[src/hw/rtl/tmbp_pkg.sv]
// Shared constants, outcome codes and sequencer states of the ternary multiply propagator.
package tmbp_pkg;

    localparam int FIELD_W    = 32;
    localparam int TMBP_WIDTH = 32;
    localparam int S_TDATA_W  = 6 * FIELD_W;
    localparam int M_TDATA_W  = 200;

    typedef enum logic [1:0] {
        OC_SAME = 2'd0,
        OC_CHG  = 2'd1,
        OC_BAD  = 2'd2
    } outcome_t;

    typedef enum logic [3:0] {
        ST_IDLE,
        ST_TP_SCAN,
        ST_TP_A,
        ST_TP_B,
        ST_TP_LZ,
        ST_TP_O,
        ST_BUILD,
        ST_SNAP,
        ST_TIGHT,
        ST_TIGHT_END,
        ST_FIXP,
        ST_FCNT,
        ST_FAPPLY,
        ST_DONE
    } state_t;

endpackage

[src/hw/rtl/ternary_multiply_bit_propagator_unit.sv]
// Top level of the ternary multiply propagator: sequencer, bit vectors and column count stores.
//
// The s_ channel takes one item of three ternary vectors (mask and values of x, y and the
// product). The m_ channel returns one item with the tightened vectors and a 2-bit outcome:
// unchanged, changed or conflict. The block works on one item at a time and holds s_tready
// low from acceptance until the result has been placed in the output register.
// All work runs through narrow adders and comparators under a sequencer, one bit position or
// one partial-product pair per cycle. The trailing-zero passes search pairs in an inner loop,
// the column count build visits every partial-product pair, every round of the column sum
// settling scans all columns and repeats until nothing moves, and the operand fixing of exact
// columns scans each such column once to count and may scan it again to set bits.
// The result waits in the output register while m_tready is low; the sequencer meanwhile may
// accept a new item, but holds that item in its final state until the waiting result is taken.
// A synchronous active-low reset returns the sequencer to idle and drops m_tvalid; no clearing
// pass is needed since every store is written before it is read.
module ternary_multiply_bit_propagator_unit
    import tmbp_pkg::*;
#(
    parameter int WIDTH = TMBP_WIDTH
) (
    input  logic                 aclk,
    input  logic                 aresetn,
    input  logic                 s_tvalid,
    output logic                 s_tready,
    // x_known, x_bits, y_known, y_bits, prod_known, prod_bits (32 bits each)
    input  logic [S_TDATA_W-1:0] s_tdata,
    output logic                 m_tvalid,
    input  logic                 m_tready,
    // new_x_known, new_x_bits, new_y_known, new_y_bits, new_prod_known, new_prod_bits,
    // outcome (2 bits), zero fill
    output logic [M_TDATA_W-1:0] m_tdata
);

    localparam int IW = $clog2(WIDTH + 1);
    localparam int XW = (WIDTH > 1) ? $clog2(WIDTH) : 1;
    localparam int CW = $clog2(WIDTH + 1) + 4;
    localparam int EW = (WIDTH < FIELD_W) ? WIDTH : FIELD_W;
    localparam logic [IW-1:0] LAST  = IW'(WIDTH - 1);
    localparam logic [IW-1:0] WFULL = IW'(WIDTH);
    localparam logic [IW:0]   WEXT  = (IW+1)'(WIDTH);
    localparam logic [XW-1:0] LIDX  = XW'(WIDTH - 1);
    localparam logic signed [CW-1:0] C_ONE  = CW'(1);
    localparam logic signed [CW-1:0] C_ZERO = CW'(0);

    function automatic logic bit_at(input logic [WIDTH-1:0] v, input logic [IW:0] idx);
        logic r;
        r = 1'b0;
        if (idx < WEXT) r = v[idx[XW-1:0]];
        return r;
    endfunction

    function automatic logic [WIDTH-1:0] one_hot(input logic [IW-1:0] idx);
        logic [WIDTH-1:0] r;
        r = '0;
        if (idx < WFULL) r[idx[XW-1:0]] = 1'b1;
        return r;
    endfunction

    function automatic logic [WIDTH-1:0] widen(input logic [FIELD_W-1:0] f);
        logic [WIDTH-1:0] r;
        r = '0;
        r[EW-1:0] = f[EW-1:0];
        return r;
    endfunction

    function automatic logic [FIELD_W-1:0] narrow(input logic [WIDTH-1:0] v);
        logic [FIELD_W-1:0] r;
        r = '0;
        r[EW-1:0] = v[EW-1:0];
        return r;
    endfunction

    function automatic logic signed [CW-1:0] half_tz(input logic signed [CW-1:0] v);
        logic signed [CW-1:0] t;
        t = v + $signed({{(CW-1){1'b0}}, v[CW-1]});
        return t >>> 1;
    endfunction

    state_t state_reg, state_next;
    logic [WIDTH-1:0] xk_reg, xk_next, xv_reg, xv_next;
    logic [WIDTH-1:0] yk_reg, yk_next, yv_reg, yv_next;
    logic [WIDTH-1:0] ok_reg, ok_next, ov_reg, ov_next;
    logic [IW-1:0] i_reg, i_next, j_reg, j_next;
    logic [IW-1:0] bmin_reg, bmin_next, bmax_reg, bmax_next, omax_reg, omax_next;
    logic [IW-1:0] lzx_reg, lzx_next, lzy_reg, lzy_next;
    logic runb_reg, runb_next, runx_reg, runx_next, runy_reg, runy_next;
    logic swap_reg, swap_next, final_reg, final_next, lchg_reg, lchg_next;
    logic mode_reg, mode_next;
    outcome_t rt_reg, rt_next, res_reg, res_next, oc_reg, oc_next;
    logic signed [CW-1:0] acc_lo_reg, acc_lo_next, acc_hi_reg, acc_hi_next;
    logic signed [CW-1:0] p_lo_reg, p_lo_next, p_hi_reg, p_hi_next;
    logic m_tvalid_reg, m_tvalid_next;
    logic [M_TDATA_W-1:0] m_tdata_reg, m_tdata_next;

    logic signed [CW-1:0] clo_mem [WIDTH];
    logic signed [CW-1:0] chi_mem [WIDTH];
    logic signed [CW-1:0] slo_mem [WIDTH];
    logic signed [CW-1:0] shi_mem [WIDTH];
    logic signed [CW-1:0] rd_clo_reg, rd_chi_reg, rd_slo_reg, rd_shi_reg;
    logic cw_en, sw_en;
    logic [XW-1:0] cw_idx, sw_idx, rd_idx;
    logic signed [CW-1:0] cw_lo, cw_hi, sw_lo, sw_hi;

    logic [WIDTH-1:0] a_k, a_v, b_k, b_v;
    logic [IW:0] i_e, j_e, ij, cmj_e, nlz;
    logic [IW-1:0] cmj, lim;
    logic za_i, oa_i, zb_i, ob_i, zb_j, zo_ij, fo_i, vo_i, zx_i, zy_i;
    logic fx_c, vx_c, fy_j, vy_j, pair_nz, pair_one;
    logic tpa_end, tpb_fix, tpb_stop, tpo_done, tpo_bad;
    logic signed [CW-1:0] c_s, cp1, bld_clo, bld_chi, bld_slo, bld_shi, cl_b, chh_b;
    logic signed [CW-1:0] sn_lo_in, sn_hi_in, sn_lo, sn_hi;
    logic sn_chg, sn_bad, empty;
    logic signed [CW-1:0] cl, chh, t1, t2, slo1, shi1, d1, d2, plo1, phi1, t3, t4, clo1, chi1;
    logic tchg1;
    logic signed [CW-1:0] clo0, chi0, slo0, shi0;
    logic tchg0;
    logic exact_c, exact_s, fixp_bad;
    logic signed [CW-1:0] ones_f;
    logic mode1, mode0, mode_any;
    logic sety, setx;
    outcome_t res_after;
    logic last_i, last_j, out_free;

    assign s_tready = (state_reg == ST_IDLE);
    assign m_tvalid = m_tvalid_reg;
    assign m_tdata  = m_tdata_reg;

    assign a_k = swap_reg ? yk_reg : xk_reg;
    assign a_v = swap_reg ? yv_reg : xv_reg;
    assign b_k = swap_reg ? xk_reg : yk_reg;
    assign b_v = swap_reg ? xv_reg : yv_reg;

    assign i_e   = {1'b0, i_reg};
    assign j_e   = {1'b0, j_reg};
    assign ij    = i_e + j_e;
    assign cmj   = i_reg - j_reg;
    assign cmj_e = {1'b0, cmj};
    assign lim   = (bmax_reg < omax_reg) ? bmax_reg : omax_reg;
    assign nlz   = {1'b0, lzx_reg} + {1'b0, lzy_reg};
    assign last_i = (i_reg == LAST);
    assign last_j = (j_reg == i_reg);
    assign out_free = !m_tvalid_reg || m_tready;

    assign za_i  = bit_at(a_k, i_e) & ~bit_at(a_v, i_e);
    assign oa_i  = bit_at(a_k, i_e) & bit_at(a_v, i_e);
    assign zb_i  = bit_at(b_k, i_e) & ~bit_at(b_v, i_e);
    assign ob_i  = bit_at(b_k, i_e) & bit_at(b_v, i_e);
    assign zb_j  = bit_at(b_k, j_e) & ~bit_at(b_v, j_e);
    assign zo_ij = bit_at(ok_reg, ij) & ~bit_at(ov_reg, ij);
    assign fo_i  = bit_at(ok_reg, i_e);
    assign vo_i  = bit_at(ov_reg, i_e);
    assign zx_i  = bit_at(xk_reg, i_e) & ~bit_at(xv_reg, i_e);
    assign zy_i  = bit_at(yk_reg, i_e) & ~bit_at(yv_reg, i_e);

    assign fx_c = bit_at(xk_reg, cmj_e);
    assign vx_c = bit_at(xv_reg, cmj_e);
    assign fy_j = bit_at(yk_reg, j_e);
    assign vy_j = bit_at(yv_reg, j_e);
    assign pair_nz  = !(fx_c && !vx_c) && !(fy_j && !vy_j);
    assign pair_one = fx_c && vx_c && fy_j && vy_j;

    assign tpa_end  = (i_reg == WFULL) || oa_i;
    assign tpb_fix  = j_reg > lim;
    assign tpb_stop = (ij >= WEXT) || (!zb_j && !zo_ij);
    assign tpo_done = (i_e >= nlz) || (i_reg == WFULL);
    assign tpo_bad  = fo_i && vo_i;

    assign c_s     = $signed({{(CW-IW){1'b0}}, i_reg});
    assign cp1     = c_s + C_ONE;
    assign bld_clo = acc_lo_reg + (pair_one ? C_ONE : C_ZERO);
    assign bld_chi = acc_hi_reg + (pair_nz ? C_ONE : C_ZERO);
    assign cl_b    = (i_reg == '0) ? C_ZERO : half_tz(p_lo_reg);
    assign chh_b   = (i_reg == '0) ? C_ZERO : half_tz(p_hi_reg);
    assign bld_slo = bld_clo + cl_b;
    assign bld_shi = bld_chi + chh_b;

    assign sn_lo_in = (state_reg == ST_BUILD) ? bld_slo : rd_slo_reg;
    assign sn_hi_in = (state_reg == ST_BUILD) ? bld_shi : rd_shi_reg;
    assign sn_lo  = (fo_i && (sn_lo_in[0] != vo_i)) ? sn_lo_in + C_ONE : sn_lo_in;
    assign sn_hi  = (fo_i && (sn_hi_in[0] != vo_i)) ? sn_hi_in - C_ONE : sn_hi_in;
    assign sn_chg = fo_i && ((sn_lo_in[0] != vo_i) || (sn_hi_in[0] != vo_i));
    assign sn_bad = fo_i && ((sn_hi < sn_lo) || sn_lo[CW-1]);
    assign empty  = (rd_slo_reg > rd_shi_reg) || (rd_clo_reg > rd_chi_reg);

    assign cl   = half_tz(p_lo_reg);
    assign chh  = half_tz(p_hi_reg);
    assign t1   = rd_clo_reg + cl;
    assign slo1 = (rd_slo_reg < t1) ? t1 : rd_slo_reg;
    assign t2   = rd_chi_reg + chh;
    assign shi1 = (rd_shi_reg > t2) ? t2 : rd_shi_reg;
    assign d1   = slo1 - rd_chi_reg;
    assign plo1 = (d1 > cl) ? d1 + d1 : p_lo_reg;
    assign d2   = shi1 - rd_clo_reg;
    assign phi1 = (d2 < chh) ? d2 + d2 + C_ONE : p_hi_reg;
    assign t3   = slo1 - chh;
    assign clo1 = (t3 > rd_clo_reg) ? t3 : rd_clo_reg;
    assign t4   = shi1 - cl;
    assign chi1 = (t4 < rd_chi_reg) ? t4 : rd_chi_reg;
    assign tchg1 = (rd_slo_reg < t1) || (rd_shi_reg > t2) || (d1 > cl) || (d2 < chh)
                || (t3 > rd_clo_reg) || (t4 < rd_chi_reg);

    assign clo0 = (rd_slo_reg > rd_clo_reg) ? rd_slo_reg : rd_clo_reg;
    assign slo0 = (rd_slo_reg < rd_clo_reg) ? rd_clo_reg : rd_slo_reg;
    assign chi0 = (rd_shi_reg < rd_chi_reg) ? rd_shi_reg : rd_chi_reg;
    assign shi0 = (rd_shi_reg > rd_chi_reg) ? rd_chi_reg : rd_shi_reg;
    assign tchg0 = (rd_slo_reg != rd_clo_reg) || (rd_shi_reg != rd_chi_reg);

    assign exact_s  = (rd_slo_reg == rd_shi_reg);
    assign fixp_bad = exact_s && fo_i && (vo_i != rd_shi_reg[0]);
    assign exact_c  = (rd_clo_reg == rd_chi_reg);
    assign ones_f   = acc_lo_reg + (pair_one ? C_ONE : C_ZERO);
    assign mode1    = (rd_chi_reg == cp1) && (ones_f < cp1);
    assign mode0    = (rd_chi_reg == ones_f) && (ones_f < cp1);
    assign mode_any = mode1 || mode0;

    assign sety = mode_reg ? (!fy_j && !(fx_c && !vx_c)) : (!fy_j && fx_c && vx_c);
    assign setx = mode_reg ? (!fx_c && !(fy_j && !vy_j)) : (!fx_c && fy_j && vy_j);
    assign res_after = (sety || setx) ? OC_CHG : res_reg;

    always_comb begin
        state_next = state_reg;
        case (state_reg)
            ST_IDLE: begin
                if (s_tvalid) state_next = ST_TP_SCAN;
            end
            ST_TP_SCAN: begin
                if (last_i) state_next = ST_TP_A;
            end
            ST_TP_A: begin
                if (tpa_end) state_next = swap_reg ? ST_TP_LZ : ST_TP_SCAN;
                else if (!za_i) state_next = ST_TP_B;
            end
            ST_TP_B: begin
                if (tpb_fix) state_next = ST_TP_A;
                else if (tpb_stop) state_next = swap_reg ? ST_TP_LZ : ST_TP_SCAN;
            end
            ST_TP_LZ: begin
                if (last_i) state_next = ST_TP_O;
            end
            ST_TP_O: begin
                if (tpo_done) state_next = final_reg ? ST_DONE : ST_BUILD;
                else if (tpo_bad) state_next = ST_DONE;
            end
            ST_BUILD: begin
                if (last_j && last_i) state_next = ST_SNAP;
            end
            ST_SNAP: begin
                if (sn_bad || empty) state_next = ST_DONE;
                else if (last_i) state_next = ST_TIGHT;
            end
            ST_TIGHT: begin
                if (last_i) state_next = ST_TIGHT_END;
            end
            ST_TIGHT_END: begin
                state_next = lchg_reg ? ST_SNAP : ST_FIXP;
            end
            ST_FIXP: begin
                if (fixp_bad) state_next = ST_DONE;
                else if (last_i) state_next = ST_FCNT;
            end
            ST_FCNT: begin
                if (exact_c && last_j && mode_any) state_next = ST_FAPPLY;
                else if ((!exact_c || last_j) && last_i)
                    state_next = (res_reg == OC_CHG) ? ST_TP_SCAN : ST_DONE;
            end
            ST_FAPPLY: begin
                if (last_j) begin
                    if (last_i) state_next = (res_after == OC_CHG) ? ST_TP_SCAN : ST_DONE;
                    else state_next = ST_FCNT;
                end
            end
            ST_DONE: begin
                if (out_free) state_next = ST_IDLE;
            end
            default: state_next = ST_IDLE;
        endcase
    end

    always_comb begin
        xk_next = xk_reg;  xv_next = xv_reg;
        yk_next = yk_reg;  yv_next = yv_reg;
        ok_next = ok_reg;  ov_next = ov_reg;
        i_next = i_reg;  j_next = j_reg;
        bmin_next = bmin_reg;  bmax_next = bmax_reg;  omax_next = omax_reg;
        lzx_next = lzx_reg;  lzy_next = lzy_reg;
        runb_next = runb_reg;  runx_next = runx_reg;  runy_next = runy_reg;
        swap_next = swap_reg;  final_next = final_reg;  lchg_next = lchg_reg;
        mode_next = mode_reg;
        rt_next = rt_reg;  res_next = res_reg;  oc_next = oc_reg;
        acc_lo_next = acc_lo_reg;  acc_hi_next = acc_hi_reg;
        p_lo_next = p_lo_reg;  p_hi_next = p_hi_reg;
        m_tvalid_next = m_tvalid_reg && !m_tready;
        m_tdata_next = m_tdata_reg;
        cw_en = 1'b0;  cw_idx = i_reg[XW-1:0];  cw_lo = C_ZERO;  cw_hi = C_ZERO;
        sw_en = 1'b0;  sw_idx = i_reg[XW-1:0];  sw_lo = C_ZERO;  sw_hi = C_ZERO;
        case (state_reg)
            ST_IDLE: begin
                if (s_tvalid) begin
                    xk_next = widen(s_tdata[FIELD_W-1:0]);
                    xv_next = widen(s_tdata[2*FIELD_W-1:FIELD_W]) & widen(s_tdata[FIELD_W-1:0]);
                    yk_next = widen(s_tdata[3*FIELD_W-1:2*FIELD_W]);
                    yv_next = widen(s_tdata[4*FIELD_W-1:3*FIELD_W])
                            & widen(s_tdata[3*FIELD_W-1:2*FIELD_W]);
                    ok_next = widen(s_tdata[5*FIELD_W-1:4*FIELD_W]);
                    ov_next = widen(s_tdata[6*FIELD_W-1:5*FIELD_W])
                            & widen(s_tdata[5*FIELD_W-1:4*FIELD_W]);
                    swap_next = 1'b0;  final_next = 1'b0;
                    rt_next = OC_SAME;  res_next = OC_SAME;
                    i_next = '0;  bmin_next = '0;  bmax_next = WFULL;  omax_next = WFULL;
                    runb_next = 1'b1;
                end
            end
            ST_TP_SCAN: begin
                if (runb_reg && zb_i) bmin_next = i_reg + IW'(1);
                else runb_next = 1'b0;
                if (bmax_reg == WFULL && ob_i) bmax_next = i_reg;
                if (omax_reg == WFULL && fo_i && vo_i) omax_next = i_reg;
                i_next = last_i ? '0 : i_reg + IW'(1);
            end
            ST_TP_A, ST_TP_B: begin
                if (state_reg == ST_TP_A && !tpa_end && za_i) begin
                    i_next = i_reg + IW'(1);
                end else if (state_reg == ST_TP_A && !tpa_end) begin
                    j_next = bmin_reg;
                end else if (state_reg == ST_TP_B && tpb_fix) begin
                    if (swap_reg) yk_next = yk_reg | one_hot(i_reg);
                    else xk_next = xk_reg | one_hot(i_reg);
                    rt_next = OC_CHG;
                    i_next = i_reg + IW'(1);
                end else if (state_reg == ST_TP_B && !tpb_stop) begin
                    j_next = j_reg + IW'(1);
                end else if (!swap_reg) begin
                    swap_next = 1'b1;
                    i_next = '0;  bmin_next = '0;  bmax_next = WFULL;  omax_next = WFULL;
                    runb_next = 1'b1;
                end else begin
                    i_next = '0;  lzx_next = '0;  lzy_next = '0;
                    runx_next = 1'b1;  runy_next = 1'b1;
                end
            end
            ST_TP_LZ: begin
                if (runx_reg && zx_i) lzx_next = i_reg + IW'(1);
                else runx_next = 1'b0;
                if (runy_reg && zy_i) lzy_next = i_reg + IW'(1);
                else runy_next = 1'b0;
                i_next = last_i ? '0 : i_reg + IW'(1);
            end
            ST_TP_O: begin
                if (tpo_done) begin
                    if (final_reg) begin
                        oc_next = res_reg;
                    end else begin
                        res_next = rt_reg;
                        i_next = '0;  j_next = '0;
                        acc_lo_next = C_ZERO;  acc_hi_next = C_ZERO;
                    end
                end else if (tpo_bad) begin
                    oc_next = OC_BAD;
                end else begin
                    if (!fo_i) begin
                        ok_next = ok_reg | one_hot(i_reg);
                        rt_next = OC_CHG;
                    end
                    i_next = i_reg + IW'(1);
                end
            end
            ST_BUILD: begin
                if (last_j) begin
                    cw_en = 1'b1;  cw_lo = bld_clo;  cw_hi = bld_chi;
                    sw_en = 1'b1;  sw_lo = sn_lo;  sw_hi = sn_hi;
                    p_lo_next = sn_lo;  p_hi_next = sn_hi;
                    acc_lo_next = C_ZERO;  acc_hi_next = C_ZERO;
                    j_next = '0;
                    lchg_next = 1'b0;
                    i_next = last_i ? '0 : i_reg + IW'(1);
                end else begin
                    acc_lo_next = bld_clo;  acc_hi_next = bld_chi;
                    j_next = j_reg + IW'(1);
                end
            end
            ST_SNAP: begin
                if (sn_bad || empty) begin
                    oc_next = OC_BAD;
                end else begin
                    sw_en = 1'b1;  sw_lo = sn_lo;  sw_hi = sn_hi;
                    if (sn_chg) lchg_next = 1'b1;
                    i_next = last_i ? '0 : i_reg + IW'(1);
                end
            end
            ST_TIGHT: begin
                cw_en = 1'b1;
                if (i_reg == '0) begin
                    cw_lo = clo0;  cw_hi = chi0;
                    p_lo_next = slo0;  p_hi_next = shi0;
                    if (tchg0) lchg_next = 1'b1;
                end else begin
                    cw_lo = clo1;  cw_hi = chi1;
                    sw_en = 1'b1;  sw_idx = i_reg[XW-1:0] - XW'(1);
                    sw_lo = plo1;  sw_hi = phi1;
                    p_lo_next = slo1;  p_hi_next = shi1;
                    if (tchg1) lchg_next = 1'b1;
                end
                i_next = last_i ? '0 : i_reg + IW'(1);
            end
            ST_TIGHT_END: begin
                sw_en = 1'b1;  sw_idx = LIDX;  sw_lo = p_lo_reg;  sw_hi = p_hi_reg;
                lchg_next = 1'b0;
                i_next = '0;
            end
            ST_FIXP: begin
                if (fixp_bad) begin
                    oc_next = OC_BAD;
                end else begin
                    if (exact_s && !fo_i) begin
                        ok_next = ok_reg | one_hot(i_reg);
                        if (rd_shi_reg[0]) ov_next = ov_reg | one_hot(i_reg);
                        res_next = OC_CHG;
                    end
                    i_next = last_i ? '0 : i_reg + IW'(1);
                    j_next = '0;
                    acc_lo_next = C_ZERO;
                end
            end
            ST_FCNT: begin
                if (exact_c && !last_j) begin
                    acc_lo_next = ones_f;
                    j_next = j_reg + IW'(1);
                end else if (exact_c && mode_any) begin
                    mode_next = mode1;
                    j_next = '0;
                end else begin
                    acc_lo_next = C_ZERO;
                    j_next = '0;
                    if (!last_i) begin
                        i_next = i_reg + IW'(1);
                    end else if (res_reg == OC_CHG) begin
                        final_next = 1'b1;  swap_next = 1'b0;  rt_next = OC_SAME;
                        i_next = '0;  bmin_next = '0;  bmax_next = WFULL;  omax_next = WFULL;
                        runb_next = 1'b1;
                    end else begin
                        oc_next = res_reg;
                    end
                end
            end
            ST_FAPPLY: begin
                if (sety) begin
                    yk_next = yk_reg | one_hot(j_reg);
                    if (mode_reg) yv_next = yv_reg | one_hot(j_reg);
                end
                if (setx) begin
                    xk_next = xk_reg | one_hot(cmj);
                    if (mode_reg) xv_next = xv_reg | one_hot(cmj);
                end
                res_next = res_after;
                if (last_j) begin
                    acc_lo_next = C_ZERO;
                    j_next = '0;
                    if (!last_i) begin
                        i_next = i_reg + IW'(1);
                    end else if (res_after == OC_CHG) begin
                        final_next = 1'b1;  swap_next = 1'b0;  rt_next = OC_SAME;
                        i_next = '0;  bmin_next = '0;  bmax_next = WFULL;  omax_next = WFULL;
                        runb_next = 1'b1;
                    end else begin
                        oc_next = res_after;
                    end
                end else begin
                    j_next = j_reg + IW'(1);
                end
            end
            ST_DONE: begin
                if (out_free) begin
                    m_tvalid_next = 1'b1;
                    m_tdata_next = {6'b0, 2'(oc_reg), narrow(ov_reg), narrow(ok_reg),
                                    narrow(yv_reg), narrow(yk_reg),
                                    narrow(xv_reg), narrow(xk_reg)};
                end
            end
            default: begin
                oc_next = OC_BAD;
            end
        endcase
    end

    assign rd_idx = (i_next < WFULL) ? i_next[XW-1:0] : '0;

    always_ff @(posedge aclk) begin
        if (cw_en) begin
            clo_mem[cw_idx] <= cw_lo;
            chi_mem[cw_idx] <= cw_hi;
        end
        if (sw_en) begin
            slo_mem[sw_idx] <= sw_lo;
            shi_mem[sw_idx] <= sw_hi;
        end
        rd_clo_reg <= (cw_en && cw_idx == rd_idx) ? cw_lo : clo_mem[rd_idx];
        rd_chi_reg <= (cw_en && cw_idx == rd_idx) ? cw_hi : chi_mem[rd_idx];
        rd_slo_reg <= (sw_en && sw_idx == rd_idx) ? sw_lo : slo_mem[rd_idx];
        rd_shi_reg <= (sw_en && sw_idx == rd_idx) ? sw_hi : shi_mem[rd_idx];
    end

    always_ff @(posedge aclk) begin
        if (!aresetn) begin
            state_reg    <= ST_IDLE;
            m_tvalid_reg <= 1'b0;
        end else begin
            state_reg    <= state_next;
            m_tvalid_reg <= m_tvalid_next;
        end
    end

    always_ff @(posedge aclk) begin
        xk_reg <= xk_next;  xv_reg <= xv_next;
        yk_reg <= yk_next;  yv_reg <= yv_next;
        ok_reg <= ok_next;  ov_reg <= ov_next;
        i_reg <= i_next;  j_reg <= j_next;
        bmin_reg <= bmin_next;  bmax_reg <= bmax_next;  omax_reg <= omax_next;
        lzx_reg <= lzx_next;  lzy_reg <= lzy_next;
        runb_reg <= runb_next;  runx_reg <= runx_next;  runy_reg <= runy_next;
        swap_reg <= swap_next;  final_reg <= final_next;  lchg_reg <= lchg_next;
        mode_reg <= mode_next;
        rt_reg <= rt_next;  res_reg <= res_next;  oc_reg <= oc_next;
        acc_lo_reg <= acc_lo_next;  acc_hi_reg <= acc_hi_next;
        p_lo_reg <= p_lo_next;  p_hi_reg <= p_hi_next;
        m_tdata_reg <= m_tdata_next;
    end

endmodule

[config.mk]
export PLATFORM = sky130hd
export DESIGN_NAME = ternary_multiply_bit_propagator_unit
export DESIGN_NICKNAME = d
export VERILOG_FILES = /design/src/hw/rtl/tmbp_pkg.sv /design/src/hw/rtl/ternary_multiply_bit_propagator_unit.sv
export SDC_FILE = /design/constraint.sdc
export NUM_CORES = 2
export LEC_CHECK = 0
export BUFFER_PORTS_ARGS = -buffer_cell sky130_fd_sc_hd__buf_2
export CAP_MARGIN = 25
export CELL_PAD_IN_SITES_DETAIL_PLACEMENT = 1
export CELL_PAD_IN_SITES_GLOBAL_PLACEMENT = 1
export CORE_MARGIN = 5
export CORE_UTILIZATION = 50
export DETAILED_ROUTE_END_ITERATION = 8
export MAX_ROUTING_LAYER = met4
export PLACE_DENSITY_LB_ADDON = 0.1
export SETUP_SLACK_MARGIN = 0.15
export SLEW_MARGIN = 15
export SYNTH_ARGS = -nofsm -noshare
export SYNTH_HDL_FRONTEND = slang
export SYNTH_SLANG_ARGS = --single-unit
[constraint.sdc]
create_clock -name aclk -period 15.46 [get_ports aclk]
set_clock_uncertainty 0.2 [all_clocks]
set_input_delay 2.319 -clock aclk [delete_from_list [all_inputs] [get_ports aclk]]
set_output_delay 2.319 -clock aclk [all_outputs]
set_load 0.005 [all_outputs]
======== After elaboration in Yosys (flattened, before gate mapping) ========
Memories as Yosys holds them, arrays and structs flattened. A register that Yosys moved wholly into a read port is not among the register bits.
Cells that the tools add are included.
operators by class
  reduce and logical (&&, ||, !) cells .... 123
  bitwise logic cells ..................... 28
  muxes and demuxes ....................... 373
  order comparisons ....................... 33
  add/sub/neg operators ................... 24
  equal/unequal tests ..................... 87
operator list
  operator              number
  $mux W32              66
  $mux W6               65
  $mux W10              38
  $or A32 B32 Y32       9
  $pmux W32 S3          3
  $pmux W32 S2          3
  $pmux W6 S5           4
  $pmux W10 S2          5
  $and A32 B32 Y32      3
  $mux W4               24
  $mux W1               91
  $bmux W1 S5           18
  $ne A2 B2 Y1 const B  45
  $pmux W10 S4          2
  $reduce_and A15 Y1    5
  $mux W2               31
  $gt A10 B10 Y1        6
  $pmux W6 S10          1
  $pmux W4 S14          1
  $reduce_and A7 Y1     8
  $lt A10 B10 Y1        5
  $pmux W10 S5          1
  $logic_and A1 B1 Y1   43
  $lt A6 B6 Y1 const B  7
  69 further kinds      184
word-level totals
  RAM bits ................................ 1,280
  flip-flop bits (word level) ............. 486
  memories ................................ 4
memory list
  name     depth  bits a word  read ports  clocked after memory_dff  write ports  RTL line                                    text
  chi_mem  32     10           1           1                         1            ternary_multiply_bit_propagator_unit.sv:96  logic signed [CW-1:0] chi_mem [WIDTH];
  clo_mem  32     10           1           1                         1            ternary_multiply_bit_propagator_unit.sv:95  logic signed [CW-1:0] clo_mem [WIDTH];
  shi_mem  32     10           1           1                         1            ternary_multiply_bit_propagator_unit.sv:98  logic signed [CW-1:0] shi_mem [WIDTH];
  slo_mem  32     10           1           1                         1            ternary_multiply_bit_propagator_unit.sv:97  logic signed [CW-1:0] slo_mem [WIDTH];

======== Longest topological paths before layout ========
  depth after elaboration ................. 23
  gate-level depth with buffers ........... 54

======== Worst setup path before layout ========
OpenSTA, ideal clock, no wires.
  path type ............................... reg-to-reg
  start point ............................. reg with a tool-made name
  end point ............................... mem clo_mem[0][5] (netlist name) (data pin)
  stages on the path, launching flop included .. 52
  setup slack ............................. 2.885 ns
  path buffers ............................ 14
  library setup time ...................... 0.473 ns
  clock period less this slack ............ 12.575 ns
  arrival time ............................ 11.902 ns
  required time ........................... 14.787 ns
  path through ............................ dfxtp_1 buf_6 buf_12 buf_12 buf_12 buf_12 buf_6 buf_6 buf_6 buf_6 buf_2 buf_2 mux4_2 mux4_2 nand2_1 nand2_1 ha_1 a21o_1 (+16 left out) ha_1 fa_1 inv_1 ha_1 nor2b_1 o21a_1 o21a_1 o21a_1 o21a_1 o21a_1 o21a_1 o21ai_0 a21oi_1 a21oi_1 clkbuf_1 mux2_2 nor2_1 o32ai_1
RTL lines
  what              RTL line
  end: declaration  ternary_multiply_bit_propagator_unit.sv:95

======== Worst setup path in the final report ========
  start point ............................. reg j_reg[1]
  end point ............................... mem slo_mem[24][6] (netlist name) (enable)
between the ends
  elaborated cells on any way between the ends .. 51
  those cells by class .................... add/sub (7); order compare (3); eq/ne (3); mux (23); reduce/logical (15)
RTL lines
  what                               RTL line                                     text
  start: declaration                 ternary_multiply_bit_propagator_unit.sv:83   logic [IW-1:0] i_reg, i_next, j_reg, j_next;
  start signal: assignment           ternary_multiply_bit_propagator_unit.sv:516  i_reg <= i_next; j_reg <= j_next;
  $sub A6 B6 Y6                      ternary_multiply_bit_propagator_unit.sv:136  assign cmj = i_reg - j_reg;
  $bmux W1 S5                        ternary_multiply_bit_propagator_unit.sv:48   if (idx < WEXT) r = v[idx[XW-1:0]];
  $mux W1 (not written as such)      ternary_multiply_bit_propagator_unit.sv:48
  $mux W1                            ternary_multiply_bit_propagator_unit.sv:48
  $logic_not A1 Y1                   ternary_multiply_bit_propagator_unit.sv:159  assign pair_nz = !(fx_c && !vx_c) && !(fy_j && !vy_j);
  $logic_and A1 B1 Y1                ternary_multiply_bit_propagator_unit.sv:159
  $logic_not A1 Y1                   ternary_multiply_bit_propagator_unit.sv:159
  $logic_and A1 B1 Y1 (*)            ternary_multiply_bit_propagator_unit.sv:159
  (+2 left out)                      -
  net bld_chi[3]                     ternary_multiply_bit_propagator_unit.sv:110  logic signed [CW-1:0] c_s, cp1, bld_clo, bld_chi, bld_slo, bld_shi, cl_b, chh_b;
  (+4 left out)                      -
  $lt A10 B10 Y1 (*)                 ternary_multiply_bit_propagator_unit.sv:182  assign sn_bad = fo_i && ((sn_hi < sn_lo) || sn_lo[CW-1]);
  $logic_or A1 B1 Y1 (*)             ternary_multiply_bit_propagator_unit.sv:182
  $logic_and A1 B1 Y1 (*)            ternary_multiply_bit_propagator_unit.sv:182
  $logic_or A1 B1 Y1 (*)             ternary_multiply_bit_propagator_unit.sv:382  if (sn_bad || empty) begin
  $mux W1 (*)                        ternary_multiply_bit_propagator_unit.sv:382
  $pmux W1 S4 (*)                    ternary_multiply_bit_propagator_unit.sv:296  case (state_reg)
  $mux W1 (*)                        ternary_multiply_bit_propagator_unit.sv:492  if (sw_en) begin
  $mux W1 (not written as such) (*)  ternary_multiply_bit_propagator_unit.sv:493  slo_mem[sw_idx] <= sw_lo;
  end: declaration                   ternary_multiply_bit_propagator_unit.sv:97
The timed path passes the listed nets; every way through them passes the cells marked *. The select of a mux whose other input is x is not followed.

==> results.md <==
* Worst hold margin at 221 ps
* Layer with the highest usage: met2
* Setup_tns at 0 ps
* Hold Crit Class: reg -> reg
* Async set-reset flop share out of synthesis at 0%
* Worst EP arrival at 12870 ps
* Top_reg_cell synth: edfxtp_1
* Initial core utilization at 50.2%
* Slew @ Worst Pin at 1170 ps
* Grt met3 use at 6.45%
* Endpoint class of the critical path: flop
* Setup crit start kind: flop
* Reg2reg path depth at 37
* CTS tree: yes
* YS warnings at 0
* Outcome: complete, no violations
* Final setup violation count at 0
* Deepest clock path buffer count at 3
* Register area share after synthesis at 61.7%
* Residual DRC at 0
* Clock-pin slew on the worst setup and hold paths at 60 ps
* Die height at 424 µm
* Critical Path Max Stage Delay at 920 ps
* Max-slew headroom at 22.0%
* Core Rows at 152
* Worst Setup Path Type: reg -> reg
* Max_cap viols at 0
* Syn avg cell area at 14.7 µm²
* Largest net degree at the start of global routing at 103
* Final #Nets at 6780
* Crit share post-route at 81.1%
* Number of global-route vias before repair at 58400
* Fin crit period at 12550 ps
* Worst-Skew Late Latency at 890 ps
* Unrepaired setup endpoints after global routing: no
* Sink Count at 1770
* GRT overflow at 0
* CTS root buf: clkbuf_16
* Cell area power density at 258 nW/µm²
* Mapped Cells at 5823
* WL final at 317000 µm
* Post-synth cell types at 108
* Vias per cell at 6.74
* Fin cells at 8726
* Slew Limit Fails at 0
* Most frequent cells in the layout: edfxtp_1, nor2_1, buf_2
* Grt met1 use at 49.0%
* Final RePlAce weighted congestion at 1.00
* Post-CTS Setup Repair Bufs at 0
* Layout area overhead at 13.8%
* # hold bufs at CTS at 0
* Antenna-violating nets left at 0
* Wire per inst at 36.3 µm
* Met2 usage in global routing at 54.7%
* Post-CTS sizing at 0
* Port Buf Inserts at 391
* Peak VDD IR at 0.385 mV
* Num ports at 398
* Hold Crit Depth at 0
* Flops & latches, synth at 1770
* Vias at 58800
* H-Tree Depth at 4
* Ratio of cells with drive above 1 in the final layout at 23.1%
* Initial DRT Pass Iterations at 6
* Synthesized area at 85800 µm²
* Critical Path RT at 15790 ps
* Fin. Hold Viols at 0
* GR Util All Layers at 35.7%
* Post-synth EDFFs at 1754
* Crit-path slowest cell: xor2_1
* First-pass GRT wire length at 447000 µm
* Iter 0 DRT Violations at 7775
* Lkg Pwr at 33.9 nW
* Core Box Area at 171000 µm²
* Total CTS buffers at 180
* Initial antenna violation count at 2
* Die Wd at 424 µm
* Worst Path Max Fanout at 42
* Achievable Freq at 79.7 MHz
* Total die area at 180000 µm²
* Commonest non-fill, non-tap cell in the layout: edfxtp_1
* Inst Count DP at 8368
* DP HPWL at 217000 µm
## stage by stage
stage	setup WS, ps	power (mW)	instance area (µm²)	utilization, %
after global placement	3250	20.2	91100	53.3
after detailed placement	3180	20.5	91400	53.4
after CTS	3170	24.9	97300	56.8
final	2910	25.2	97700	57.1
after floorplan	2890	15.7	85900	-
after global routing	2370	26.5	97700	57.1
## final timing paths
check            start        endpoint  slack, ps
max           j_reg[1]  slo_mem[24][6]       2910
max reg2reg   j_reg[1]  slo_mem[24][6]       2910
min          oc_reg[1]    m_tdata[193]        220
min reg2reg  oc_reg[1]    m_tdata[193]        220
## worst max-delay path, delay by kind of cell (launching register included)
family | cells | cell delay, ps
AO/OA/AOI/OAI | 13 | 4270
XOR/XNOR | 3 | 1370
adder cells (fa/ha/maj) | 4 | 1490
buffers and inverters | 6 | 1980
flip-flops | 1 | 330
AND/OR/NAND/NOR | 11 | 2540
## logic make-up (layout without fill, tap and decap cells)
| group | Yosys count | count (layout) | share of synthesized area (%) |
|---|---|---|---|
| simple gates | 1323 | 1323 | 7.04 |
| flops | 1770 | 1770 | 61.7 |
| buf+inv | 483 | 1145 | 2.72 |
| fa+ha+maj | 244 | 244 | 3.64 |
| compound gates | 1121 | 1121 | 8.58 |
| mux | 736 | 736 | 14.8 |
| other cells | 1 | 9 | 0.00437 |
| xor+xnor | 145 | 145 | 1.48 |
## synth_stat cells (37+ instances only)
cell type  number  area share, %
buf_1          37           0.16
nand3_1        98           0.57
o21ai_0       178            1.0
a21o_1         51           0.45
a21oi_1       313            1.8
inv_1         157           0.69
mux4_2        376            9.9
o22ai_1       143            1.0
clkbuf_1      167           0.73
nand2_1       334            1.5
nand2b_1       43           0.31
nor2b_1        47           0.34
xnor2_1        90           0.92
ha_1          234            3.4
buf_2          41           0.24
nor2_1        548            2.4
xor2_1         55           0.56
edfxtp_1     1754             61
o21a_1         49           0.43
nor3_1         84           0.49
a22oi_1        45           0.39
mux2i_1       284            3.3
mux2_2         38           0.50
## power by group
group	switching (mW)	internal, mW	total, mW	leakage [nW]
combinational	8.56	5.17	13.7	14.6
sequential	0.571	6.50	7.07	16.4
clock	1.94	2.49	4.43	2.89
total	11.1	14.2	25.2	33.9
## final cells by class
cell class                 instances  area [µm²]
antenna                            3        7.51
clock buffer                     220        4710
clock inverter                   112        1220
fill                           16200       73500
inverter                         170         639
multi-input combinational       3575       31100
sequential                      1770       53000
tap                             2233        2790
timing repair buffer             643        4190
## layer usage
metal  wire length [µm]  share of wire [%]
met1             129000                 41
met3              28600                9.0
met2             148000                 47
met5                  0                  0
met4              11700                3.7
Note: power is estimated with default switching activity, not from simulation.
